--- config.mk ---
export PLATFORM = sky130hd
export DESIGN_NAME = tape_record_deframer_top
export DESIGN_NICKNAME = d
export VERILOG_FILES = /design/src/rtl/core/trd_pkg.sv /design/src/rtl/core/trd_in_stage.sv /design/src/rtl/core/trd_core.sv /design/src/rtl/core/trd_out_stage.sv /design/src/rtl/core/tape_record_deframer_top.sv
export SDC_FILE = /design/constraint.sdc
export NUM_CORES = 1
export LEC_CHECK = 0
export BUFFER_PORTS_ARGS = -buffer_cell sky130_fd_sc_hd__buf_2
export CORE_AREA = 2 2 163 165
export DETAILED_ROUTE_END_ITERATION = 8
export DIE_AREA = 0 0 165 167
export GPL_ROUTABILITY_DRIVEN = 0
export HOLD_SLACK_MARGIN = 0.03
export PLACE_DENSITY_LB_ADDON = 0.12
export SLEW_MARGIN = 20
export SYNTH_ARGS = -nofsm -noshare
export SYNTH_HDL_FRONTEND = slang
export SYNTH_SLANG_ARGS = --single-unit
--- constraint.sdc ---
create_clock -name clock -period 3.6 [get_ports clock]
set_input_delay 0.36 -clock clock [delete_from_list [all_inputs] [get_ports clock]]
set_output_delay 0.36 -clock clock [all_outputs]
set_load 0.02 [all_outputs]
--- src/rtl/core/trd_pkg.sv ---
// Shared types and constants for the tape record deframer.
package trd_pkg;

   localparam int unsigned WORD_W = 36;
   localparam int unsigned HALF_W = 18;
   localparam int unsigned POS_W  = 14;

   localparam int unsigned MAX_RECORD_WORDS_DEF = 10240;

   localparam logic [WORD_W-1:0] LABEL_MAGIC = 36'o444162640000;
   localparam logic [WORD_W-1:0] HEAD_MAGIC  = 36'o125045414412;
   localparam logic [WORD_W-1:0] TAIL_MAGIC  = 36'o126441515412;

   localparam logic [HALF_W-1:0] GAP_TYPE        = 18'o777767;
   localparam logic [HALF_W-1:0] START_TYPE_LOW  = 18'o777775;
   localparam logic [HALF_W:0]   LEVEL_BASE      = 19'o1000000;
   localparam logic [HALF_W-1:0] VERSION_LIMIT   = 18'd10;

   localparam logic [POS_W:0] TRAIL_WORDS    = 15'o30;
   localparam logic [POS_W:0] START_OFF_LOW  = 15'o22;
   localparam logic [POS_W:0] START_OFF_HIGH = 15'o44;
   localparam logic [POS_W:0] DATA_OFF_HIGH  = 15'o43;
   localparam logic [POS_W:0] DATA_OFF_LOW   = 15'o0;

   localparam logic [2:0] KIND_HEAD  = 3'd0;
   localparam logic [2:0] KIND_FILE  = 3'd1;
   localparam logic [2:0] KIND_META  = 3'd2;
   localparam logic [2:0] KIND_CHECK = 3'd3;
   localparam logic [2:0] KIND_GAP   = 3'd4;
   localparam logic [2:0] KIND_EOT   = 3'd5;
   localparam logic [2:0] KIND_ERROR = 3'd6;

   localparam logic [1:0] CLASS_DATA  = 2'd0;
   localparam logic [1:0] CLASS_START = 2'd1;
   localparam logic [1:0] CLASS_GAP   = 2'd2;
   localparam logic [1:0] CLASS_LABEL = 2'd3;

   localparam logic [2:0] ERR_NONE      = 3'd0;
   localparam logic [2:0] ERR_EARLY_END = 3'd1;
   localparam logic [2:0] ERR_SHORT     = 3'd2;
   localparam logic [2:0] ERR_BAD_TYPE  = 3'd3;
   localparam logic [2:0] ERR_LONG      = 3'd4;
   localparam logic [2:0] ERR_EMPTY     = 3'd5;

   localparam logic [1:0] LEVEL_TOP   = 2'd3;
   localparam logic [1:0] LEVEL_RESET = 2'd2;

   typedef struct packed {
      logic [WORD_W-1:0] tape_word;
      logic              record_start;
      logic              end_of_tape;
   } req_type;

   typedef struct packed {
      logic [2:0]        word_kind;
      logic [1:0]        record_class;
      logic [WORD_W-1:0] word_value;
      logic [POS_W-1:0]  word_position;
      logic              check_good;
      logic              file_finished;
      logic [2:0]        error_code;
      logic [1:0]        format_level;
      logic [3:0]        label_version;
      logic              trailer_seen;
   } rsp_type;

   typedef struct packed {
      logic valid;
      logic ready;
   } hs_type;

endpackage

--- src/rtl/core/trd_in_stage.sv ---
// Input register for request transactions.
module trd_in_stage (
   input  logic             clock,
   input  logic             reset,
   input  logic             req_valid,
   output logic             req_stall,
   input  trd_pkg::req_type req_item,
   input  logic             take,
   output logic             item_valid,
   output trd_pkg::req_type item
);

   logic             valid_ff;
   logic             valid_in;
   trd_pkg::req_type item_ff;
   logic             load;

   assign req_stall = valid_ff && !take;
   assign load      = req_valid && !req_stall;
   assign valid_in  = load || (valid_ff && !take);

   always_ff @(posedge clock) begin
      if (reset) begin
         valid_ff <= 1'b0;
      end else begin
         valid_ff <= valid_in;
      end
      if (load) begin
         item_ff <= req_item;
      end
   end

   assign item_valid = valid_ff;
   assign item       = item_ff;

endmodule

--- src/rtl/core/trd_core.sv ---
// Record framing state and per-word classification and checks.
module trd_core #(
   parameter int unsigned MAX_RECORD_WORDS = trd_pkg::MAX_RECORD_WORDS_DEF
) (
   input  logic             clock,
   input  logic             reset,
   input  trd_pkg::hs_type  step,
   input  trd_pkg::req_type item,
   output logic             result_valid,
   output trd_pkg::rsp_type result
);

   typedef enum logic [2:0] {
      PH_FIRST,
      PH_HEAD,
      PH_BODY,
      PH_SUM,
      PH_GAPCNT,
      PH_GAPSKIP
   } phase_type;

   localparam logic [trd_pkg::HALF_W-1:0] MAX_WORDS = trd_pkg::HALF_W'(MAX_RECORD_WORDS);

   phase_type                      phase_ff,   phase_in;
   logic [1:0]                     kind_ff,    kind_in;
   logic [trd_pkg::POS_W-1:0]      len_ff,     len_in;
   logic [trd_pkg::POS_W-1:0]      idx_ff,     idx_in;
   logic [trd_pkg::WORD_W-1:0]     check_ff,   check_in;
   logic [trd_pkg::WORD_W-1:0]     gap_ff,     gap_in;
   logic [1:0]                     level_ff,   level_in;
   logic [3:0]                     version_ff, version_in;
   logic                           tail_ff,    tail_in;
   logic                           halted_ff,  halted_in;

   logic                           update;
   logic [trd_pkg::WORD_W-1:0]     w;
   logic [trd_pkg::HALF_W-1:0]     lh;
   logic [trd_pkg::HALF_W-1:0]     rh;
   logic                           high;
   logic [trd_pkg::POS_W:0]        idx_wide;
   logic [trd_pkg::POS_W:0]        idx_next;
   logic [trd_pkg::POS_W:0]        data_base;
   logic [trd_pkg::POS_W:0]        data_off;
   logic                           file_data;
   logic [trd_pkg::WORD_W-1:0]     rotated;
   logic [trd_pkg::WORD_W-1:0]     gap_dec;

   assign update       = step.valid && step.ready && !halted_ff;
   assign result_valid = step.valid && !halted_ff;

   assign w        = item.tape_word;
   assign lh       = w[trd_pkg::WORD_W-1:trd_pkg::HALF_W];
   assign rh       = w[trd_pkg::HALF_W-1:0];
   assign high     = (level_ff == trd_pkg::LEVEL_TOP);
   assign idx_wide = {1'b0, idx_ff};
   assign idx_next = idx_wide + 15'd1;
   assign rotated  = {check_ff[trd_pkg::WORD_W-2:0], check_ff[trd_pkg::WORD_W-1]} + w;
   assign gap_dec  = gap_ff - 36'd1;

   always_comb begin
      if (kind_ff == trd_pkg::CLASS_START) begin
         data_base = idx_next;
         data_off  = high ? trd_pkg::START_OFF_HIGH : trd_pkg::START_OFF_LOW;
      end else begin
         data_base = idx_wide;
         data_off  = high ? trd_pkg::DATA_OFF_HIGH : trd_pkg::DATA_OFF_LOW;
      end
      file_data = (data_base >= data_off) &&
                  (!high || ((idx_wide + trd_pkg::TRAIL_WORDS) < {1'b0, len_ff}));
   end

   always_comb begin
      phase_in   = phase_ff;
      kind_in    = kind_ff;
      len_in     = len_ff;
      idx_in     = idx_ff;
      check_in   = check_ff;
      gap_in     = gap_ff;
      level_in   = level_ff;
      version_in = version_ff;
      tail_in    = tail_ff;
      halted_in  = halted_ff;
      result     = '0;
      result.word_value = w;

      if (phase_ff == PH_FIRST || phase_ff == PH_HEAD) begin
         if (item.end_of_tape) begin
            halted_in = 1'b1;
            if (phase_ff == PH_FIRST) begin
               result.word_kind  = trd_pkg::KIND_ERROR;
               result.error_code = trd_pkg::ERR_EMPTY;
            end else begin
               result.word_kind = trd_pkg::KIND_EOT;
            end
         end else begin
            result.file_finished = (phase_ff == PH_HEAD) && (lh != '0) &&
                                   (kind_ff == trd_pkg::CLASS_DATA ||
                                    kind_ff == trd_pkg::CLASS_START);
            tail_in = 1'b0;
            result.word_kind = trd_pkg::KIND_HEAD;
            priority if (lh == '0) begin
               kind_in = trd_pkg::CLASS_DATA;
            end else if (lh >= trd_pkg::START_TYPE_LOW) begin
               kind_in  = trd_pkg::CLASS_START;
               level_in = 2'(trd_pkg::LEVEL_BASE - {1'b0, lh});
            end else if (lh == trd_pkg::GAP_TYPE) begin
               kind_in = trd_pkg::CLASS_GAP;
            end else if (lh < trd_pkg::VERSION_LIMIT) begin
               kind_in    = trd_pkg::CLASS_LABEL;
               version_in = lh[3:0];
            end else begin
               result.word_kind  = trd_pkg::KIND_ERROR;
               result.error_code = trd_pkg::ERR_BAD_TYPE;
            end
            if (result.word_kind == trd_pkg::KIND_HEAD &&
                kind_in != trd_pkg::CLASS_GAP && rh > MAX_WORDS) begin
               result.word_kind  = trd_pkg::KIND_ERROR;
               result.error_code = trd_pkg::ERR_LONG;
            end
            if (result.word_kind == trd_pkg::KIND_ERROR) begin
               halted_in = 1'b1;
            end else begin
               idx_in   = '0;
               check_in = '0;
               if (kind_in == trd_pkg::CLASS_GAP) begin
                  len_in   = '0;
                  phase_in = PH_GAPCNT;
               end else begin
                  len_in = rh[trd_pkg::POS_W-1:0];
                  if (rh != '0) begin
                     phase_in = PH_BODY;
                  end else if (kind_in == trd_pkg::CLASS_LABEL) begin
                     phase_in = PH_HEAD;
                  end else begin
                     phase_in = PH_SUM;
                  end
               end
            end
         end
      end else if (item.end_of_tape) begin
         result.word_kind     = trd_pkg::KIND_ERROR;
         result.error_code    = trd_pkg::ERR_EARLY_END;
         result.word_position = idx_ff;
         halted_in            = 1'b1;
      end else begin
         unique case (phase_ff)
            PH_BODY: begin
               result.word_position = idx_ff;
               if (item.record_start) begin
                  result.word_kind  = trd_pkg::KIND_ERROR;
                  result.error_code = trd_pkg::ERR_SHORT;
                  halted_in         = 1'b1;
               end else begin
                  if (kind_ff == trd_pkg::CLASS_LABEL) begin
                     result.word_kind = trd_pkg::KIND_META;
                     if (idx_ff == 14'd0) begin
                        result.check_good = (w == trd_pkg::LABEL_MAGIC);
                     end
                     if (idx_ff == 14'd1) begin
                        result.check_good = (w == trd_pkg::HEAD_MAGIC) ||
                                            (w == trd_pkg::TAIL_MAGIC);
                        tail_in = (w == trd_pkg::TAIL_MAGIC);
                     end
                     if (len_ff > 14'd5 && !tail_in) begin
                        if (idx_next < {1'b0, len_ff}) begin
                           check_in = rotated;
                        end else begin
                           result.word_kind  = trd_pkg::KIND_CHECK;
                           result.check_good = (w == check_ff);
                        end
                     end
                  end else begin
                     check_in = check_ff ^ w;
                     result.word_kind = file_data ? trd_pkg::KIND_FILE : trd_pkg::KIND_META;
                  end
                  idx_in = idx_next[trd_pkg::POS_W-1:0];
                  if (idx_next >= {1'b0, len_ff}) begin
                     phase_in = (kind_ff == trd_pkg::CLASS_LABEL) ? PH_HEAD : PH_SUM;
                  end
               end
            end
            PH_SUM: begin
               result.word_kind     = trd_pkg::KIND_CHECK;
               result.word_position = idx_ff;
               result.check_good    = (w == check_ff);
               phase_in             = PH_HEAD;
            end
            PH_GAPCNT: begin
               result.word_kind = trd_pkg::KIND_GAP;
               gap_in           = w;
               idx_in           = 14'd1;
               phase_in         = (w == '0) ? PH_HEAD : PH_GAPSKIP;
            end
            PH_GAPSKIP: begin
               result.word_kind     = trd_pkg::KIND_GAP;
               result.word_position = idx_ff;
               idx_in               = idx_next[trd_pkg::POS_W-1:0];
               gap_in               = gap_dec;
               if (gap_dec == '0) begin
                  phase_in = PH_HEAD;
               end
            end
            default: begin
               halted_in = 1'b1;
            end
         endcase
      end

      result.record_class  = kind_in;
      result.format_level  = level_in;
      result.label_version = version_in;
      result.trailer_seen  = tail_in;
   end

   always_ff @(posedge clock) begin
      if (reset) begin
         phase_ff   <= PH_FIRST;
         kind_ff    <= trd_pkg::CLASS_DATA;
         len_ff     <= '0;
         idx_ff     <= '0;
         check_ff   <= '0;
         gap_ff     <= '0;
         level_ff   <= trd_pkg::LEVEL_RESET;
         version_ff <= '0;
         tail_ff    <= 1'b0;
         halted_ff  <= 1'b0;
      end else if (update) begin
         phase_ff   <= phase_in;
         kind_ff    <= kind_in;
         len_ff     <= len_in;
         idx_ff     <= idx_in;
         check_ff   <= check_in;
         gap_ff     <= gap_in;
         level_ff   <= level_in;
         version_ff <= version_in;
         tail_ff    <= tail_in;
         halted_ff  <= halted_in;
      end
   end

endmodule

--- src/rtl/core/trd_out_stage.sv ---
// Result register for response transactions.
module trd_out_stage (
   input  logic             clock,
   input  logic             reset,
   input  logic             result_valid,
   input  trd_pkg::rsp_type result,
   output logic             out_ready,
   output logic             rsp_valid,
   input  logic             rsp_stall,
   output trd_pkg::rsp_type rsp_item
);

   logic             valid_ff;
   logic             valid_in;
   trd_pkg::rsp_type item_ff;
   logic             load;

   assign out_ready = !valid_ff || !rsp_stall;
   assign load      = out_ready && result_valid;
   assign valid_in  = load || (valid_ff && rsp_stall);

   always_ff @(posedge clock) begin
      if (reset) begin
         valid_ff <= 1'b0;
      end else begin
         valid_ff <= valid_in;
      end
      if (load) begin
         item_ff <= result;
      end
   end

   assign rsp_valid = valid_ff;
   assign rsp_item  = item_ff;

endmodule

--- src/rtl/core/tape_record_deframer_top.sv ---
// Top level of the tape record deframer.
//
// Request channel (req_): one 36-bit tape word per transaction with its
// record-start and end-of-tape marks. Response channel (rsp_): one result per
// word, carrying the word kind, record class, position in the record body,
// checksum and magic outcome, file-end flag, error code and the current format
// level, label version and tail-label flag.
// Each word passes through the input register, then the classification and
// check logic into the result register. Throughput is one word per cycle while
// rsp_stall is low; the framing state updates in the same cycle the word moves
// into the result register.
// Reset clears both registers and all framing state (format level returns to 2).
// While rsp_stall is high the result holds, one more word waits in the input
// register, and req_stall rises until the result is taken.
// After an error result or the end-of-tape result, further words are consumed
// without response until reset.
module tape_record_deframer_top #(
   parameter int unsigned MAX_RECORD_WORDS = trd_pkg::MAX_RECORD_WORDS_DEF
) (
   input  logic        clock,
   input  logic        reset,
   input  logic        req_valid,
   output logic        req_stall,
   input  logic [35:0] req_tape_word,
   input  logic        req_record_start,
   input  logic        req_end_of_tape,
   output logic        rsp_valid,
   input  logic        rsp_stall,
   output logic [2:0]  rsp_word_kind,
   output logic [1:0]  rsp_record_class,
   output logic [35:0] rsp_word_value,
   output logic [13:0] rsp_word_position,
   output logic        rsp_check_good,
   output logic        rsp_file_finished,
   output logic [2:0]  rsp_error_code,
   output logic [1:0]  rsp_format_level,
   output logic [3:0]  rsp_label_version,
   output logic        rsp_trailer_seen
);

   trd_pkg::req_type req_item;
   trd_pkg::req_type item;
   logic             item_valid;
   trd_pkg::hs_type  step;
   logic             result_valid;
   trd_pkg::rsp_type result;
   logic             out_ready;
   trd_pkg::rsp_type rsp_item;

   assign req_item.tape_word    = req_tape_word;
   assign req_item.record_start = req_record_start;
   assign req_item.end_of_tape  = req_end_of_tape;

   assign step.valid = item_valid;
   assign step.ready = out_ready;

   trd_in_stage u_in_stage (
      .clock      (clock),
      .reset      (reset),
      .req_valid  (req_valid),
      .req_stall  (req_stall),
      .req_item   (req_item),
      .take       (item_valid && out_ready),
      .item_valid (item_valid),
      .item       (item)
   );

   trd_core #(
      .MAX_RECORD_WORDS (MAX_RECORD_WORDS)
   ) u_core (
      .clock        (clock),
      .reset        (reset),
      .step         (step),
      .item         (item),
      .result_valid (result_valid),
      .result       (result)
   );

   trd_out_stage u_out_stage (
      .clock        (clock),
      .reset        (reset),
      .result_valid (result_valid),
      .result       (result),
      .out_ready    (out_ready),
      .rsp_valid    (rsp_valid),
      .rsp_stall    (rsp_stall),
      .rsp_item     (rsp_item)
   );

   assign rsp_word_kind     = rsp_item.word_kind;
   assign rsp_record_class  = rsp_item.record_class;
   assign rsp_word_value    = rsp_item.word_value;
   assign rsp_word_position = rsp_item.word_position;
   assign rsp_check_good    = rsp_item.check_good;
   assign rsp_file_finished = rsp_item.file_finished;
   assign rsp_error_code    = rsp_item.error_code;
   assign rsp_format_level  = rsp_item.format_level;
   assign rsp_label_version = rsp_item.label_version;
   assign rsp_trailer_seen  = rsp_item.trailer_seen;

endmodule

Word level (Yosys, flattened, before mapping)
Cells that the tools add are included.
Operators by class
  reduce and logical (&&, ||, !) cells: 51
  equal/unequal tests: 28
  muxes and demuxes: 109
  add/sub/neg operators: 5
  magnitude comparators: 8
  bitwise logic cells: 4
Operator list (count)
  two-way mux 36 bit: 9
  two-way mux 14 bit: 8
  two-way mux 3 bit: 33
  == test 36 x 34 -> 1 bit (second input constant): 2
  zero test 36 bit: 2
  one-hot mux 36 bit (2 select lines): 1
  one-hot mux 14 bit (3 select lines): 1
  two-way mux 2 bit: 19
  adder 36 bit: 1
  == test 36 bit: 1
  == test 36 bit (second input constant): 1
  nonzero test 18 bit: 2
  subtractor 36 x 1 -> 36 bit (second input constant): 1
  bitwise XOR 36 bit: 1
  < comparator 15 x 14 -> 1 bit: 2
  two-way mux 15 bit: 2
  two-way mux 1 bit: 24
  two-way mux 4 bit: 6
  == test 18 bit (second input constant): 1
  greater-or-equal comparator 18 bit (second input constant): 1
  greater-than comparator 18 x 14 -> 1 bit (second input constant): 1
  zero test 18 bit: 1
  < comparator 18 x 4 -> 1 bit (second input constant): 1
  adder 14 x 1 -> 15 bit (second input constant): 1
  36 further kinds: 83
Storage, ports and cells
  output and inout port bits: 69
  bits in registers: 220
  logic and storage cells: 230
  input port bits: 42

Depth between registers and ports, before layout
Gate-level depths: netlist (run 1).
  depth after elaboration: 17
  gate-level depth with buffers: 16
  depth with buffers taken out: 14

Cells and area by module
Synthesis (run 1) repeated with hierarchy kept, for this count alone.
Second synthesis, totals
  cell total of the unflattened synthesis: 1649
  area, all modules: 14279.9 um^2
By module, submodules not included
  trd_core: instances 1, seq. area each 2262.2 um^2, cells each 1534, area each 11031.8 um^2
  trd_out_stage: instances 1, seq. area each 2031.9 um^2, cells each 72, area each 2050.7 um^2
  trd_in_stage: instances 1, seq. area each 1161.1 um^2, cells each 42, area each 1191.1 um^2
  tape_record_deframer_top: instances 1, seq. area each 0.0 um^2, cells each 1, area each 6.3 um^2

Worst setup path before layout (run 1)
Ideal clock, no wire load.
  path kind: reg2reg
  start: register u_core.idx_ff[0] in the netlist's numbering
  end: register u_core.check_ff[35] in the netlist's numbering
  slack: -0.290 ns
  clock period less this slack: 3.890 ns
  arrival time: 3.756 ns
  library setup time: 0.134 ns
  buffers on the path: 1
  cell stages (with the launch flop): 14
  data required time: 3.466 ns
  cells stage by stage: dfxtp_1 -> ha_1 -> nand3_1 -> or4_1 -> xnor2_1 -> ha_1 -> a21o_1 -> a221o_1 -> nor3_1 -> nand3_1 -> a221o_2 -> buf_6 -> o211ai_2 -> o221ai_2
Between the ends
  word-level cells in the longest chain between the ends: 11
  elaborated cells between the ends (all ways): 14
  those cells by class: add/sub (1); order compare (1); eq/ne (3); mux (6); reduce/logical (3)
Ends and longest elaborated chain
  start, declared: RTL line trd_core.sv:27  | logic [trd_pkg::POS_W-1:0] idx_ff, idx_in;
  start signal, assigned: RTL line trd_core.sv:231  | idx_ff <= idx_in;
  parallel branches: the longest is 10 deep, another holds adder 14 x 1 -> 15 bit
  AND reduction 7 bit (no source line) (*)
  end signal, assigned: RTL line trd_core.sv:232  | check_ff <= check_in;
  end, declared: RTL line trd_core.sv:28  | logic [trd_pkg::WORD_W-1:0] check_ff, check_in;
Mark *: on every way between the ends. The select of a mux whose other input is x is not followed.
A chain may end at the register's enable or synchronous reset.

Final worst setup path (run 1)
  start: register u_core.idx_ff[1] in the netlist's numbering
  end: register u_core.check_ff[22] in the netlist's numbering
Same word-level chain as after synthesis.

==> flow_summary.yaml, run 1 <==
power_and_ir_drop:
  p_switching_mw: 1.46
  ir_worst_vdd_mv: 0.435
  p_int_mw: 4.47
  clkPwrFrac: 0.443
  comb_power_share: 0.094
  switching_share: 0.246
  total_power_mw: 5.93
  pwr-share-seq: 0.464
  p_leak_nw: 6.71
  power_density_nw_per_um2: 352
setup_path:
  worstPathMaxFanout: 5
  rr_startpoint: "u_core.idx_ff[1]"
  r2r-end: "u_core.check_ff[22]"
  slowest_stage: "or4_4"
  path_delay_family: "compound AO/OA/AOI/OAI gates"
  endpoint_kind: "flop"
  critPathRequiredTime_ps: 4020
  path_buf_inv: 1
  arrival_ps: 3960
  regToRegSetupSlack_ps: 60
  startpoint_type: "flop"
  slowest_delay_ps: 570
  r2r.worst_path.cells: 13
  worstPathCellList: "ha_4, nand3_4, or4_4, xnor2_4, ha_4, a21o_1, a221o_1, nor3_4, buf_6, a31oi_4, a221o_1, o21ai_0, o21ai_0"
  cp-startpoint: "u_core.idx_ff[1]"
  worstSetupPathType: "reg2reg"
sta:
  tightestPinTransition_ps: 823
  min_period_ps: 3540
  finalHoldViolCount: 0
  fin_crit_sh: 0.983
  max_clock_freq_ghz: 0.283
  relSlewSlack: 0.450
  layout_setup_ws_ps: 62.6
  finalSetupViolations: 0
  final.setup_skew_ps: 18.5
  maxSlewViolCount: 0
finish:
  nets: 1929
  area_delta_synth_final_pct: 20.5
  drive_gt1_frac: 0.176
  antenna_cells: 0
  final_util: 0.654
  design_area_sq_um: 16900
grt:
  grt_pass1_vias: 12500
  antenna_found_initial: 0
  grt_max_degree: 59
  grt_use_total: 0.319
  grt_overflow_total: 0
  grt_pass1_wl_mm: 69.0
routing:
  dr.pass1.iters: 7
  remaining_drc_errors: 0
  vias: 13600
  ant_nets: 0
  top_layer_used: "met4"
  wl_per_cell_um: 20.9
  met1_length_mm: 19.1
  drt-total-wl_mm: 45.0
  vias_per_cell: 6.29
  wl_met2_mm: 20.1
  initialDrtViolationCount: 1599
  wl_met3_mm: 3.91
hold_path:
  hold_start: "req_valid"
  hold_path_depth: 2
  min_path_type: "in2reg"
  holdPathEnd: "u_in_stage.item_valid"
place:
  post-place-ws_ps: -63.4
  dpl_cell_area_sq_um: 15400
  place_hpwl_mm: 31.8
  io_buffers: 110
synth:
  synth.yosys.seq_area_share: 0.390
  synth_top_flop_cell: "dfxtp_1"
  avgSynthCellArea_sq_um: 8.68
  syn_nets: 1738
  syn_area_sq_um: 14000
  synth_edf_count: 105
  synth_cell_types: 86
  synth-seq-cells: 220
  synth_warnings: 0
  synthCells: 1612
  async_reset_ff_frac: 0
floorplan:
  core_area_sq_um: 25800
  rows: 59
  die_h_um: 167
  pin_count: 111
  fp.dieW_um: 165
  die_area_sq_um: 27600
  initial_core_util: 0.543
clocking:
  cts_tree: "done"
  numCtsBuffers: 25
  h-tree-depth: 1
  clockBufferDepth: 3
  clkTransAtPathRegs_ps: 60
  clockRootBuffer: "clkbuf_16"
  clkSinkCount: 220
  worstSkewPairLatency_ps: 540
run:
  cap_violations: 0
run_status:
  status: "finished clean"
## worst register-to-register path, delay by kind of cell (launching register included)
family                   cells  cell delay, ps
AND/OR/NAND/NOR              3             930
flip-flops                   1             360
buffers and inverters        1             170
AO/OA/AOI/OAI                6            1390
XOR/XNOR                     1             190
adder cells (fa/ha/maj)      2             380
## routing by layer
metal,global-route usage,up-vias
met2,0.502,679
met1,0.443,6380
li1,-,6372
met4,0.111,0
met5,0,-
met3,0.0508,133
## final cells by class
class / instances / area, sq um
Fill cell: 2135 / 8900
Multi-Input combinational cell: 1258 / 8220
Sequential cell: 220 / 5470
Timing Repair Buffer: 252 / 1750
Clock buffer: 33 / 697
Tap cell: 335 / 419
Inverter: 46 / 174
Clock inverter: 13 / 138
## power groups by stage
stage | clock network, mW | registers (mW) | logic [mW]
6_report | 2.63 | 2.75 | 0.555
4_1_cts | 2.65 | 2.75 | 0.545
2_1_floorplan | 0 | 2.85 | 0.238
3_3_place_gp | 0 | 2.80 | 0.500
3_5_place_dp | 0 | 2.80 | 0.508
5_1_grt | 2.74 | 2.76 | 0.593
## placed cells by master (no fill, tap or decap), drive strengths merged, types with 65 or more instances in the layout
master	synthesis	final
buf	8	214
nor2	162	162
a21oi	143	143
nand2	136	136
dfxtp	115	115
o21ai	106	106
edfxtp	105	105
ha	83	83
nand3	65	65
## state kept, by name (all words and copies together) (netlist names)
register,cells
u_core.check_ff,36
u_core.halted_ff,1
u_core.level_ff,2
u_core.len_ff,14
u_core.version_ff,4
u_core.gap_ff,36
u_core.idx_ff,14
u_out_stage.rsp_valid,1
u_in_stage.item,38
u_core.phase_ff,3
u_out_stage.rsp_item,67
u_core.tail_ff,1
u_core.kind_ff,2
u_in_stage.item_valid,1
## worst max-delay path by stage
stage	to	slack, ps	cells past startpoint
2_1_floorplan	u_core.check_ff[35]	-20	13
3_3_place_gp	u_core.check_ff[21]	5	13
3_5_place_dp	u_core.check_ff[25]	-60	13
4_1_cts	u_core.check_ff[21]	-10	13
5_1_grt	u_core.check_ff[2]	-30	15
6_report	u_core.check_ff[22]	60	13
## cell usage after synthesis (all sizes together), types with 15 or more instances
library cell | count | area, sq um
xnor2 | 55 | 482
ha | 83 | 1040
clkbuf | 81 | 304
nor2b | 16 | 100
a211oi | 19 | 143
a21o | 22 | 165
o211ai | 25 | 218
a21oi | 143 | 716
or3 | 15 | 93.8
nor3 | 55 | 303
nor2 | 162 | 616
nand4 | 29 | 188
o21ai | 106 | 534
edfxtp | 105 | 3150
dfxtp | 115 | 2300
nor4 | 35 | 225
nor3b | 18 | 135
nand2 | 136 | 510
nand3 | 65 | 325
xor2 | 46 | 403
nand2b | 18 | 113
inv | 44 | 165
and2 | 21 | 131
## through the flow
step / hold WS, ps / setup TNS (ps) / std cells
after CTS: 48.2 / -81.9 / 2152
after global routing: 72.2 / -91.7 / 2157
after global placement: 455 / 0 / 2065
after detailed placement: 463 / -599 / 2065
final: 57.7 / 0 / 2157
after floorplan: 424 / -16.8 / 1612
## timing repair
action | in CTS | in global routing
hold buffers | 38 | 0
resized for setup | 15 | 33
endpoints found under the setup margin | 26 | 41
endpoints found under the hold margin | 38 | 0
pin swaps | 4 | 17
buffers inserted | 2 | 5
gates cloned | 1 | 0
## kinds of logic (layout without fill, tap and decap cells)
family                   count (synthesis)  count (layout)  share of synthesized area
flip-flops                             220             220                      0.390
multiplexers                             9               9                    0.00715
AND/OR/NAND/NOR                        632             632                      0.230
adder cells (fa/ha/maj)                 84              84                     0.0756
XOR/XNOR                               101             101                     0.0632
AO/OA/AOI/OAI                          431             432                      0.196
buffers and inverters                  135             344                     0.0376
(Power assumes the default switching activity.)
==> run 2: changes to the inputs <==
- MAX_ROUTING_LAYER: unset -> met4
- PLACE_DENSITY_LB_ADDON: 0.12 -> 0.3
==> run 2 against run 1 <==
Clock power about the same; cell area is 0.34% lower; core utilization down 0.22 points; sequential share of layout area increased by 0.12 points; global-route usage up 1.4 points; clock skew fell by 0.92 ps; sequential cell count unchanged; count of clock-buffer cells in the layout shrank 4; worst hold slack got worse by 1.3 ps; total power barely moved; critical endpoint is now u_core.check_ff[30].
==> flow_summary.yaml, run 2 (same netlist as run 1, synthesis figures left out) <==
clocking:
  worstSkewPairLatency_ps: 540
  h-tree-depth: 1
  numCtsBuffers: 25
  clockRootBuffer: "clkbuf_16"
  clkTransAtPathRegs_ps: 70
  clkSinkCount: 220
  clockBufferDepth: 3
  cts_tree: "done"
setup_path:
  slowest_delay_ps: 570
  endpoint_kind: "flop"
  worstPathCellList: "ha_4, nand3_2, or4_4, xnor2_4, ha_4, a21o_1, a221o_1, nor3_4, buf_4, a31oi_2, a221o_2, o21ai_2, o221ai_1"
  worstSetupPathType: "reg2reg"
  cp-startpoint: "u_core.idx_ff[0]"
  crit_path_frequent_cell: "ha_4"
  worstPathMaxFanout: 5
  slowest_stage: "or4_4"
  rr_startpoint: "u_core.idx_ff[0]"
  path_buf_inv: 1
  critPathRequiredTime_ps: 4010
  startpoint_type: "flop"
  arrival_ps: 3970
  path_delay_family: "compound AO/OA/AOI/OAI gates"
hold_path:
  hold_start: "req_valid"
  min_path_type: "in2reg"
sta:
  fin_crit_sh: 0.988
  relSlewSlack: 0.473
  tightestPinTransition_ps: 782
  final.setup_skew_ps: 17.6
  finalSetupViolations: 0
  rsz0062_at_grt: "yes"
  min_period_ps: 3560
  finalHoldViolCount: 0
  max_clock_freq_ghz: 0.281
  maxSlewViolCount: 0
floorplan:
  core_area_sq_um: 25800
  rows: 59
  die_area_sq_um: 27600
  pin_count: 111
  initial_core_util: 0.543
  fp.dieW_um: 165
  die_h_um: 167
routing:
  ant_nets: 0
  wl_per_cell_um: 21.0
  dr.pass1.iters: 6
  vias_per_cell: 6.38
  drt-total-wl_mm: 45.3
  initialDrtViolationCount: 1709
  vias: 13700
  remaining_drc_errors: 0
finish:
  design_area_sq_um: 16800
  final_common_cell: "nor2_1"
  nets: 1926
  area_delta_synth_final_pct: 20.1
  fillCellCount: 2080
  antenna_cells: 0
  drive_gt1_frac: 0.179
  final_cells: 2154
  final_util: 0.652
  largest_register_ffs: 67
  final_cell_mix: "159 x nor2_1, 143 x a21oi_1, 135 x nand2_1"
grt:
  antenna_found_initial: 0
  grt_max_degree: 65
  grt_use_total: 0.333
  grt_pass1_wl_mm: 70.6
  grt_pass1_vias: 13000
  grt_overflow_total: 0
place:
  dpl_cell_area_sq_um: 15400
  io_buffers: 110
  dp.cells: 2065
  place_hpwl_mm: 32.0
power_and_ir_drop:
  ir_worst_vdd_mv: 0.426
  power_density_nw_per_um2: 353
  p_leak_nw: 6.69
run_status:
  status: "finished clean"
run:
  cap_violations: 0
==> run 2: repair_timing <==
item | in CTS | in global routing
endpoints found under the setup margin | 31 | 42
cloned | 0 | 1
gates resized for setup | 4 | 36
pin swaps | 3 | 12
hold buffers | 37 | 0
buffers inserted | 1 | 4
endpoints found under the hold margin | 37 | 0
==> run 2: power by group <==
| group | total, mW | internal (mW) | switching (mW) | leakage, nW |
|---|---|---|---|---|
| clock network | 2.63 | 1.53 | 1.10 | 0.413 |
| registers | 2.75 | 2.70 | 0.0530 | 1.92 |
| logic | 0.552 | 0.200 | 0.352 | 4.36 |
| total | 5.94 | 4.43 | 1.51 | 6.69 |
==> run 2: worst paths after layout <==
kind,endpoint,slack [ps],cells past startpoint
max,u_core.check_ff[30],40,13
min,u_in_stage.item_valid,60,2
max reg2reg,u_core.check_ff[30],40,13
min reg2reg,u_core.len_ff[2],470,2
==> run 2: layer usage <==
metal / up-vias / track usage / wire [um]
met4: 0 / 0.152 / 2390
li1: 6331 / - / -
met3: 169 / 0.0491 / 4040
met1: 6459 / 0.425 / 18000
met2: 783 / 0.521 / 20800
met5: - / - / 0
==> run 2: area by class of cell <==
| class | instances | area, sq um | share of cell area |
|---|---|---|---|
| clock buffers | 29 | 692 | 0.0412 |
| multi-input cells | 1258 | 8180 | 0.487 |
| inverters | 46 | 174 | 0.0103 |
| flip-flops and latches | 220 | 5470 | 0.325 |
| well taps | 335 | 419 | 0.0249 |
| repair buffers | 249 | 1710 | 0.102 |
| clock inverters | 17 | 159 | 0.00946 |
==> run 2: worst register-to-register path, stage by stage (launching register included) <==
cell,delay [ps]
dfxtp_4,370
ha_4,140
nand3_2,80
or4_4,570
xnor2_4,220
ha_4,240
a21o_1,160
a221o_1,380
nor3_4,250
buf_4,180
a31oi_2,140
a221o_2,440
o21ai_2,170
o221ai_1,110
==> run 2: through the flow <==
stage | setup TNS, ps | hold WS, ps | total power [mW] | worst slack, ps
CTS | 0 | 41.1 | 5.94 | 19.3
detailed placement | -838 | 462 | 3.31 | -79.9
global route | -141 | 40.2 | 6.10 | -54.2
global placement | 0 | 459 | 3.30 | 54.0
floorplan | -16.8 | 424 | 3.09 | -16.8
finish | 0 | 56.4 | 5.94 | 42.7
